`src/hsv2rgb_pkg.sv`:
```
// Shared widths, constants and sector codes for the HSV to RGB converter.
package hsv2rgb_pkg;

    localparam int HUE_W     = 9;
    localparam int CH_W      = 8;
    localparam int SECTOR_W  = 4;
    localparam int S_TDATA_W = 32;
    localparam int M_TDATA_W = 24;

    localparam int SECTOR_DEG = 60;
    localparam int SCALE      = 256;
    localparam int NUM_BOUNDS = 8;

    typedef logic [SECTOR_W-1:0] t_sector;

    localparam t_sector SECT_RED_YELLOW    = 4'd0;
    localparam t_sector SECT_YELLOW_GREEN  = 4'd1;
    localparam t_sector SECT_GREEN_CYAN    = 4'd2;
    localparam t_sector SECT_CYAN_BLUE     = 4'd3;
    localparam t_sector SECT_BLUE_MAGENTA  = 4'd4;

    typedef struct packed {
        t_sector          sector;
        logic [CH_W-1:0]  frac;
    } t_hue_split;

endpackage

```
`src/hsv2rgb_hue_split.sv`:
```
// Splits a hue angle into its 60-degree sector and a 0..250 fraction within it.
module hsv2rgb_hue_split (
    input  logic [hsv2rgb_pkg::HUE_W-1:0] i_hue,
    output hsv2rgb_pkg::t_hue_split       o_split
);
    import hsv2rgb_pkg::*;

    t_sector              sector;
    logic [HUE_W-1:0]     base;
    logic [HUE_W-1:0]     rem;
    logic [HUE_W+4-1:0]   rem_x17;

    // The sector is the number of 60-degree boundaries at or below the hue.
    always_comb begin
        sector = '0;
        for (int k = 1; k <= NUM_BOUNDS; k++) begin
            if (i_hue >= HUE_W'(k * SECTOR_DEG)) begin
                sector = sector + t_sector'(1);
            end
        end
    end

    assign base    = HUE_W'(sector) * HUE_W'(SECTOR_DEG);
    assign rem     = i_hue - base;
    // rem * 255 / 60 equals rem * 17 / 4 exactly.
    assign rem_x17 = {rem, 4'b0000} + {4'b0000, rem};

    assign o_split.sector = sector;
    assign o_split.frac   = rem_x17[CH_W+1:2];

endmodule

```
`src/hsv_to_rgb_converter_core.sv`:
```
// Top level of the pipelined HSV to RGB converter.
//
// Converts one HSV item per clock cycle, while the output is not stalled, into
// 8-bit red, green and blue. The datapath is a four-stage pipeline (hue split,
// saturation products, value products, channel selection), each with its own
// register. Throughput is one item per cycle while the output is not stalled;
// every stage holds its item while the stage after it is full and stalled,
// and the last stage register drives the output stream directly.
// Input tdata carries hue, saturation and brightness; output tdata carries
// red, green and blue. A saturation of zero yields grey at the given value.
module hsv_to_rgb_converter_core (
    input  logic                               i_clk,
    input  logic                               i_rst_n,
    input  logic                               i_s_tvalid,
    output logic                               o_s_tready,
    // hue[8:0], saturation[16:9], brightness[24:17], zero fill above
    input  logic [hsv2rgb_pkg::S_TDATA_W-1:0]  i_s_tdata,
    output logic                               o_m_tvalid,
    input  logic                               i_m_tready,
    // red[7:0], green[15:8], blue[23:16]
    output logic [hsv2rgb_pkg::M_TDATA_W-1:0]  o_m_tdata
);
    import hsv2rgb_pkg::*;

    logic [HUE_W-1:0] in_hue;
    logic [CH_W-1:0]  in_sat;
    logic [CH_W-1:0]  in_val;
    t_hue_split       split;

    logic             s1_en, s2_en, s3_en, s4_en;

    logic             r1_vld;
    t_sector          r1_sector;
    logic [CH_W-1:0]  r1_frac, r1_sat, r1_val;

    logic             r2_vld;
    t_sector          r2_sector;
    logic [CH_W-1:0]  r2_sat, r2_val, r2_red_q, r2_red_t;

    logic             r3_vld;
    t_sector          r3_sector;
    logic [CH_W-1:0]  r3_val, r3_p, r3_q, r3_t;

    logic             r4_vld;
    logic [CH_W-1:0]  r4_red, r4_green, r4_blue;

    logic [2*CH_W-1:0] n_prod_q;
    logic [2*CH_W:0]   n_prod_t;
    logic [2*CH_W:0]   n_prod_p3, n_prod_q3, n_prod_t3;
    logic [CH_W-1:0]   n_red, n_green, n_blue;

    assign in_hue = i_s_tdata[HUE_W-1:0];
    assign in_sat = i_s_tdata[HUE_W+CH_W-1:HUE_W];
    assign in_val = i_s_tdata[HUE_W+2*CH_W-1:HUE_W+CH_W];

    hsv2rgb_hue_split u_hue_split (
        .i_hue   (in_hue),
        .o_split (split)
    );

    // A stage may load when it is empty or its contents move on this cycle.
    assign s4_en      = !r4_vld || i_m_tready;
    assign s3_en      = !r3_vld || s4_en;
    assign s2_en      = !r2_vld || s3_en;
    assign s1_en      = !r1_vld || s2_en;
    assign o_s_tready = s1_en;

    always_ff @(posedge i_clk) begin
        if (!i_rst_n) begin
            r1_vld <= 1'b0;
            r2_vld <= 1'b0;
            r3_vld <= 1'b0;
            r4_vld <= 1'b0;
        end else begin
            if (s1_en) r1_vld <= i_s_tvalid;
            if (s2_en) r2_vld <= r1_vld;
            if (s3_en) r3_vld <= r2_vld;
            if (s4_en) r4_vld <= r3_vld;
        end
    end

    // Reductions applied to the value for the q and t levels.
    assign n_prod_q = r1_sat * r1_frac;
    assign n_prod_t = r1_sat * ((CH_W+1)'(SCALE) - {1'b0, r1_frac});

    // Levels p, q and t, each at most the value.
    assign n_prod_p3 = r2_val * ((CH_W+1)'(SCALE) - {1'b0, r2_sat});
    assign n_prod_q3 = r2_val * ((CH_W+1)'(SCALE) - {1'b0, r2_red_q});
    assign n_prod_t3 = r2_val * ((CH_W+1)'(SCALE) - {1'b0, r2_red_t});

    always_comb begin
        unique case (r3_sector)
            SECT_RED_YELLOW: begin
                n_red = r3_val; n_green = r3_t;   n_blue = r3_p;
            end
            SECT_YELLOW_GREEN: begin
                n_red = r3_q;   n_green = r3_val; n_blue = r3_p;
            end
            SECT_GREEN_CYAN: begin
                n_red = r3_p;   n_green = r3_val; n_blue = r3_t;
            end
            SECT_CYAN_BLUE: begin
                n_red = r3_p;   n_green = r3_q;   n_blue = r3_val;
            end
            SECT_BLUE_MAGENTA: begin
                n_red = r3_t;   n_green = r3_p;   n_blue = r3_val;
            end
            default: begin
                n_red = r3_val; n_green = r3_p;   n_blue = r3_q;
            end
        endcase
    end

    always_ff @(posedge i_clk) begin
        if (s1_en) begin
            r1_sector <= split.sector;
            r1_frac   <= split.frac;
            r1_sat    <= in_sat;
            r1_val    <= in_val;
        end
        if (s2_en) begin
            r2_sector <= r1_sector;
            r2_sat    <= r1_sat;
            r2_val    <= r1_val;
            r2_red_q  <= n_prod_q[2*CH_W-1:CH_W];
            r2_red_t  <= n_prod_t[2*CH_W-1:CH_W];
        end
        if (s3_en) begin
            r3_sector <= r2_sector;
            r3_val    <= r2_val;
            r3_p      <= n_prod_p3[2*CH_W-1:CH_W];
            r3_q      <= n_prod_q3[2*CH_W-1:CH_W];
            r3_t      <= n_prod_t3[2*CH_W-1:CH_W];
        end
        if (s4_en) begin
            r4_red   <= n_red;
            r4_green <= n_green;
            r4_blue  <= n_blue;
        end
    end

    assign o_m_tvalid = r4_vld;
    assign o_m_tdata  = {r4_blue, r4_green, r4_red};

endmodule
```
`config.mk`:
```
export PLATFORM = sky130hd
export DESIGN_NAME = hsv_to_rgb_converter_core
export DESIGN_NICKNAME = d
export VERILOG_FILES = /design/src/hsv2rgb_pkg.sv /design/src/hsv2rgb_hue_split.sv /design/src/hsv_to_rgb_converter_core.sv
export SDC_FILE = /design/constraint.sdc
export NUM_CORES = 1
export LEC_CHECK = 0
export BUFFER_PORTS_ARGS = -buffer_cell sky130_fd_sc_hd__buf_2
export CAP_MARGIN = 15
export CORE_MARGIN = 2
export CORE_UTILIZATION = 65
export CTS_CLUSTER_SIZE = 40
export DETAILED_ROUTE_END_ITERATION = 16
export GPL_TIMING_DRIVEN = 1
export PLACE_DENSITY = 0.92
export SYNTH_ARGS = -nofsm -noshare
export SYNTH_HDL_FRONTEND = slang
export SYNTH_SLANG_ARGS = --single-unit
export TNS_END_PERCENT = 5
```
`constraint.sdc`:
```
create_clock -name i_clk -period 9 [get_ports i_clk]
set_input_delay 0.45 -clock i_clk [delete_from_list [all_inputs] [get_ports i_clk]]
set_output_delay 0.45 -clock i_clk [all_outputs]
set_load 0.02 [all_outputs]
```
==> impl_metrics.toml, run 1 <==
[timing]
fin_ws_ns = 1.06
worstMarginPinSlew_ns = 1.07
slew_violations = 0
maxSlewHeadroom_pct = 28.8
rsz0062_at_grt = "no"
fmax_mhz = 126
min_period_ns = 7.94
setup_tns_ns = 0
hold_violations = 0
finClkSkew_ns = 0.0110
finalCritPeriodShare_pct = 88.3
setup_viol = 0

[final_layout]
area_growth_syn_to_layout_pct = 7.14
fin_nets = 2197
drive_gt1_share_pct = 6.90
antenna_cells = 0

[critical_path]
path_max_fanout = 12
crit_type = "in2reg"
crit_slowest_cell = "fa_1"
crit_path_start_kind = "input port"
cpMostUsedCell = "ha_1"
crit_start = "i_s_tdata[7]"
crit_arrival_ns = 8.13
worstSetupEndpoint = "r1_frac[7]"
max_stage_delay_ns = 0.56
r2r_end = "r3_t[7]"
required_ns = 9.19
rrSetupSlack_ns = 2.59
timing.rr.start = "r2_red_t[0]"
endpoint_kind = "flop"
rr_worst_depth = 20

[detailed_routing]
drc = 0
drtPass1Iterations = 7
wl_per_cell_um = 17.4
wirelength_um = 36600
vias_per_cell = 5.83
num_vias = 12200
drtIter0Drc = 1191
ant_nets = 0

[clock_tree]
ctsLongestPathBuffers = 2
cts-root-buf = "clkbuf_16"
cts_max_level = 4
post_cts_buffers = 0
cts_tree = "yes"
cts_hold_buf = 0
path_clk_slew_ns = 0.07
clk_latency_ns = 0.45
numCtsBuffers = 17
cts_resized = 0
cts.sinks = 128

[synth]
syn_avg_cell_area_um2 = 9.72
synth_edf_count = 124
yosysTopAreaCell = "fa_1"
synth-seq-cells = 128
synth_flop_cell = "edfxtp_1"
netlist_area_um2 = 16700
synth.area.top_cells = "fa_1, edfxtp_1, ha_1"
synth_top_area_share_pct = 24.7
synth_cell_types = 67
synth_nets = 2161
async_reset_ff_share_pct = 0
yosysWarnings = 0
synth_seq_area_share_pct = 22.7
syn_inst = 1720

[hold_path]
hp-class = "in2reg"

[floorplanning]
dieHeight_um = 164
initial_utilization_pct = 66.2
core_um2 = 25300
fp.dieW_um = 164
io_pins = 62
rows = 58
die_area_um2 = 27000

[global_routing]
track_usage_pct = 29.3
met2_usage_pct = 52.6
grt_max_degree = 37
top_usage_layer = "met2"
use_met3_pct = 4.29
grt_pass1_wl_um = 62300
grt_pass1_vias = 13200
gr-usage-met1_pct = 35.0
grt_antenna_before_repair = 0
grt-ovfl-total = 0

[placement]
portBuffers = 54
hpwl_um = 26900
dp_slack_ns = 0.600
gp_congestion = 0.874

[run_status]
status = "completed"

[flow_run]
max_cap_violations = 0
layer usage:
layer / vias to the layer above / wire (µm)
li1: 5547 / -
met1: 5992 / 13900
met2: 556 / 19000
met3: 135 / 2290
met4: 0 / 1380
met5: - / 0
layout by cell type, fill, tap and decap left out, types with 6 or more instances in the layout:
cell type | synthesis | layout
nand2_1 | 185 | 185
a21o_1 | 16 | 16
a21oi_1 | 67 | 67
nand2b_1 | 7 | 7
clkbuf_16 | 0 | 17
nor3_1 | 14 | 14
buf_2 | 3 | 54
nor2_1 | 74 | 74
nor2b_1 | 12 | 12
o21ai_0 | 12 | 12
inv_1 | 335 | 335
buf_4 | 1 | 12
o21a_1 | 12 | 12
nand3_1 | 8 | 8
a222oi_1 | 8 | 8
inv_6 | 0 | 6
edfxtp_1 | 124 | 124
and2_1 | 177 | 177
or3_1 | 6 | 6
xor2_1 | 30 | 30
fa_1 | 206 | 206
ha_1 | 199 | 199
mux2_2 | 9 | 9
o21bai_1 | 7 | 7
o22ai_1 | 8 | 8
xnor2_1 | 74 | 74
mux2i_1 | 7 | 7
state kept, by name, indices dropped and copies added, names as in the netlist, 4 cells and up:
| name | count |
|---|---|
| r1_frac | 8 |
| r1_sat | 8 |
| r1_val | 8 |
| r2_red_q | 8 |
| r2_red_t | 8 |
| r2_sat | 8 |
| r2_val | 8 |
| r3_p | 8 |
| r3_q | 8 |
| r3_t | 8 |
| r3_val | 8 |
| r4_blue | 8 |
| r4_green | 8 |
| r4_red | 8 |
| r1_sector | 4 |
| r2_sector | 4 |
| r3_sector | 4 |
how the worst min path moves through the flow:
stage | start | to | slack (ns) | cells past startpoint
3_3_place_gp | r1_sector[0] | r2_sector[0] | 0.40 | 0
5_1_grt | i_s_tdata[13] | r1_sat[4] | 0.17 | 1
2_1_floorplan | r1_sector[0] | r2_sector[0] | 0.40 | 0
6_report | i_s_tdata[19] | r1_val[2] | 0.17 | 1
3_5_place_dp | r1_val[3] | r2_val[3] | 0.41 | 0
4_1_cts | i_s_tdata[19] | r1_val[2] | 0.16 | 1
synthesized netlist by cell type (6+ instances only):
| master | number |
|---|---|
| nor2b_1 | 12 |
| o22ai_1 | 8 |
| nand2_1 | 185 |
| inv_1 | 335 |
| nor2_1 | 74 |
| o21a_1 | 12 |
| mux2_2 | 9 |
| and2_1 | 177 |
| ha_1 | 199 |
| nand2b_1 | 7 |
| clkbuf_1 | 43 |
| a222oi_1 | 8 |
| xnor2_1 | 74 |
| nand3_1 | 8 |
| o21bai_1 | 7 |
| edfxtp_1 | 124 |
| nor3_1 | 14 |
| xor2_1 | 30 |
| mux2i_1 | 7 |
| a21o_1 | 16 |
| or3_1 | 6 |
| fa_1 | 206 |
| a21oi_1 | 67 |
| o21ai_0 | 12 |
area by class of cell:
type                            count  area (µm²)
Fill cell                        1652        7340
Sequential cell                   128        3800
Tap cell                          330         413
Timing Repair Buffer               66         360
Clock buffer                       17         425
Multi-Input combinational cell   1208       11500
Clock inverter                     15         194
Inverter                          335        1260
critical path, delay by kind of cell:
family	cells	cell delay, ns
simple gates	3	0.48
xor+xnor	5	0.88
compound gates	8	1.74
fa+ha+maj	9	3.60
buf+inv	5	0.45
mux	1	0.51
cells by family after synthesis:
family | after synthesis | synth area share [%]
flops | 128 | 22.7
buf+inv | 384 | 8.71
compound gates | 170 | 7.03
xor+xnor | 106 | 5.68
mux | 16 | 1.03
simple gates | 511 | 15.3
fa+ha+maj | 405 | 39.5
metrics by stage:
stage	std cells	hold WS (ns)	area [µm²]	utilization (%)
after floorplan	1720	0.400	16700	-
after global placement	2067	0.402	17300	68.5
after detailed placement	2067	0.406	17300	68.5
after CTS	2099	0.162	17900	70.9
after global routing	2099	0.172	17900	70.9
final	2099	0.172	17900	70.9
Power of run 1 is left out: the tool's default activity adds up to more than one toggle a clock period on the data nets, which glitch-free logic cannot reach.
==> run 2, diff against run 1 <==
--- a/config.mk
+++ b/config.mk
@@ -5,14 +5,16 @@
 export SDC_FILE = /design/constraint.sdc
 export NUM_CORES = 1
 export LEC_CHECK = 0
-export BUFFER_PORTS_ARGS = -buffer_cell sky130_fd_sc_hd__buf_2
 export CAP_MARGIN = 15
+export CORE_ASPECT_RATIO = 0.5
 export CORE_MARGIN = 2
 export CORE_UTILIZATION = 65
 export CTS_CLUSTER_SIZE = 40
 export DETAILED_ROUTE_END_ITERATION = 16
+export DONT_BUFFER_PORTS = 1
 export GPL_TIMING_DRIVEN = 1
-export PLACE_DENSITY = 0.92
+export PLACE_DENSITY = 0.9
+export SETUP_SLACK_MARGIN = 0.05
 export SYNTH_ARGS = -nofsm -noshare
 export SYNTH_HDL_FRONTEND = slang
 export SYNTH_SLANG_ARGS = --single-unit
==> run 2 against run 1 <==
  * Core utilization is 1.0 points lower
  * Worst hold slack worse by 0.064 ns
  * Cell area is 1.5% lower
  * Critical path depth is 1 lower
  * Via count is 5.1% lower
  * Sequential share of layout area is 0.33 points higher
  * Final cell count is 2.1% lower
  * Highest routed layer unchanged
==> impl_metrics.toml, run 2 (synthesis gave the netlist of run 1 again) <==
[detailed_routing]
num_vias = 11600
drtIter0Drc = 833
vias_per_cell = 5.65
ant_nets = 0
wl_per_cell_um = 16.6
wirelength_um = 34100
drtPass1Iterations = 8
drc = 0

[run_status]
status = "completed"

[timing]
finalCritPeriodShare_pct = 84.3
maxSlewHeadroom_pct = 27.9
min_period_ns = 7.59
finClkSkew_ns = 0.00740
holdWs_ns = 0.107
slew_violations = 0
hold_violations = 0
fmax_mhz = 132
rsz0062_at_grt = "no"
worstMarginPinSlew_ns = 1.08
setup_viol = 0
setup_tns_ns = 0

[clock_tree]
post_cts_buffers = 0
path_clk_slew_ns = 0.06
numCtsBuffers = 17
cts_resized = 0
ctsLongestPathBuffers = 2
cts_tree = "yes"
cts.sinks = 128
cts_hold_buf = 0
cts_max_level = 4
clk_latency_ns = 0.43
cts-root-buf = "clkbuf_16"

[floorplanning]
core_um2 = 25200
io_pins = 62
fp.dieW_um = 231
die_area_um2 = 27100
dieHeight_um = 117
initial_utilization_pct = 66.3
rows = 41

[critical_path]
max_stage_delay_ns = 0.55
endpoint_kind = "flop"
cpMostUsedCell = "ha_1"
required_ns = 9.18
crit_arrival_ns = 7.76
crit_slowest_cell = "fa_1"
crit_path_start_kind = "input port"
crit_type = "in2reg"
path_max_fanout = 12
rr_worst_depth = 19

[global_routing]
grt-ovfl-total = 0
grt_pass1_wl_um = 57700
grt_antenna_before_repair = 0
track_usage_pct = 26.7
grt_pass1_vias = 12000
grt_max_degree = 37

[final_layout]
final_common_cell = "inv_1"
n_fill_cell = 1734
final_cell_mix = "inv_1, fa_1, ha_1, nand2_1, and2_1"
area_growth_syn_to_layout_pct = 5.51
antenna_cells = 0
drive_gt1_share_pct = 3.74
fin_nets = 2139

[hold_path]
hp-class = "in2reg"
min_path_cells = 0

[flow_run]
max_cap_violations = 0

[placement]
hpwl_um = 25500
portBuffers = 0
gp_congestion = 0.948
-- run 2: changes by cell type in the layout (fill, tap and decap cells not counted), moves of 2 or more --
cell	change
inv_6	-4
inv_8	-3
clkinv_2	+3
buf_2	-54
clkinv_4	+2
clkinv_8	-2
bufinv_16	+2
buf_4	-4
-- run 2: worst paths after layout --
check / slack (ns) / to / from
max reg2reg: 2.68 / r3_t[7] / r2_red_t[0]
min: 0.11 / r1_sat[6] / i_s_tdata[15]
max: 1.41 / r1_frac[7] / i_s_tdata[7]
min reg2reg: 0.42 / r2_val[4] / r1_val[4]
-- run 2: layout make-up --
class / count / area, µm² / share of cell area, %
flip-flops and latches: 128 / 3800 / 21.6
clock buffers: 19 / 443 / 2.51
multi-input cells: 1208 / 11500 / 65.0
inverters: 335 / 1260 / 7.13
clock inverters: 13 / 185 / 1.05
repair buffers: 8 / 60.1 / 0.340
well taps: 344 / 430 / 2.44
-- run 2: routing by layer --
layer | vias to the layer above | share of wire, % | wire length, µm | track usage [%]
li1 | 5437 | - | - | -
met1 | 5681 | 43 | 14600 | 35.5
met2 | 423 | 48 | 16500 | 44.6
met3 | 70 | 6.9 | 2360 | 4.74
met4 | 0 | 2.2 | 735 | 8.51
met5 | - | 0 | 0 | 0
-- run 2: stage by stage --
step	std cells	util [%]	setup slack, ns	cell area, µm²
6_report	2055	69.9	1.41	17600
5_1_grt	2055	69.9	0.851	17600
4_1_cts	2055	69.9	1.39	17600
3_5_place_dp	2023	67.4	0.965	17000
3_3_place_gp	2023	67.4	1.19	17000
2_1_floorplan	1720	-	1.45	16700
-- run 2: worst max-delay path: cells and delay by family --
family | cells | cell delay (ns)
adder cells (fa/ha/maj) | 9 | 3.56
AO/OA/AOI/OAI | 8 | 1.67
multiplexers | 1 | 0.46
XOR/XNOR | 5 | 0.87
AND/OR/NAND/NOR | 3 | 0.45
buffers and inverters | 4 | 0.27
Power of run 2 is left out for the same reason.
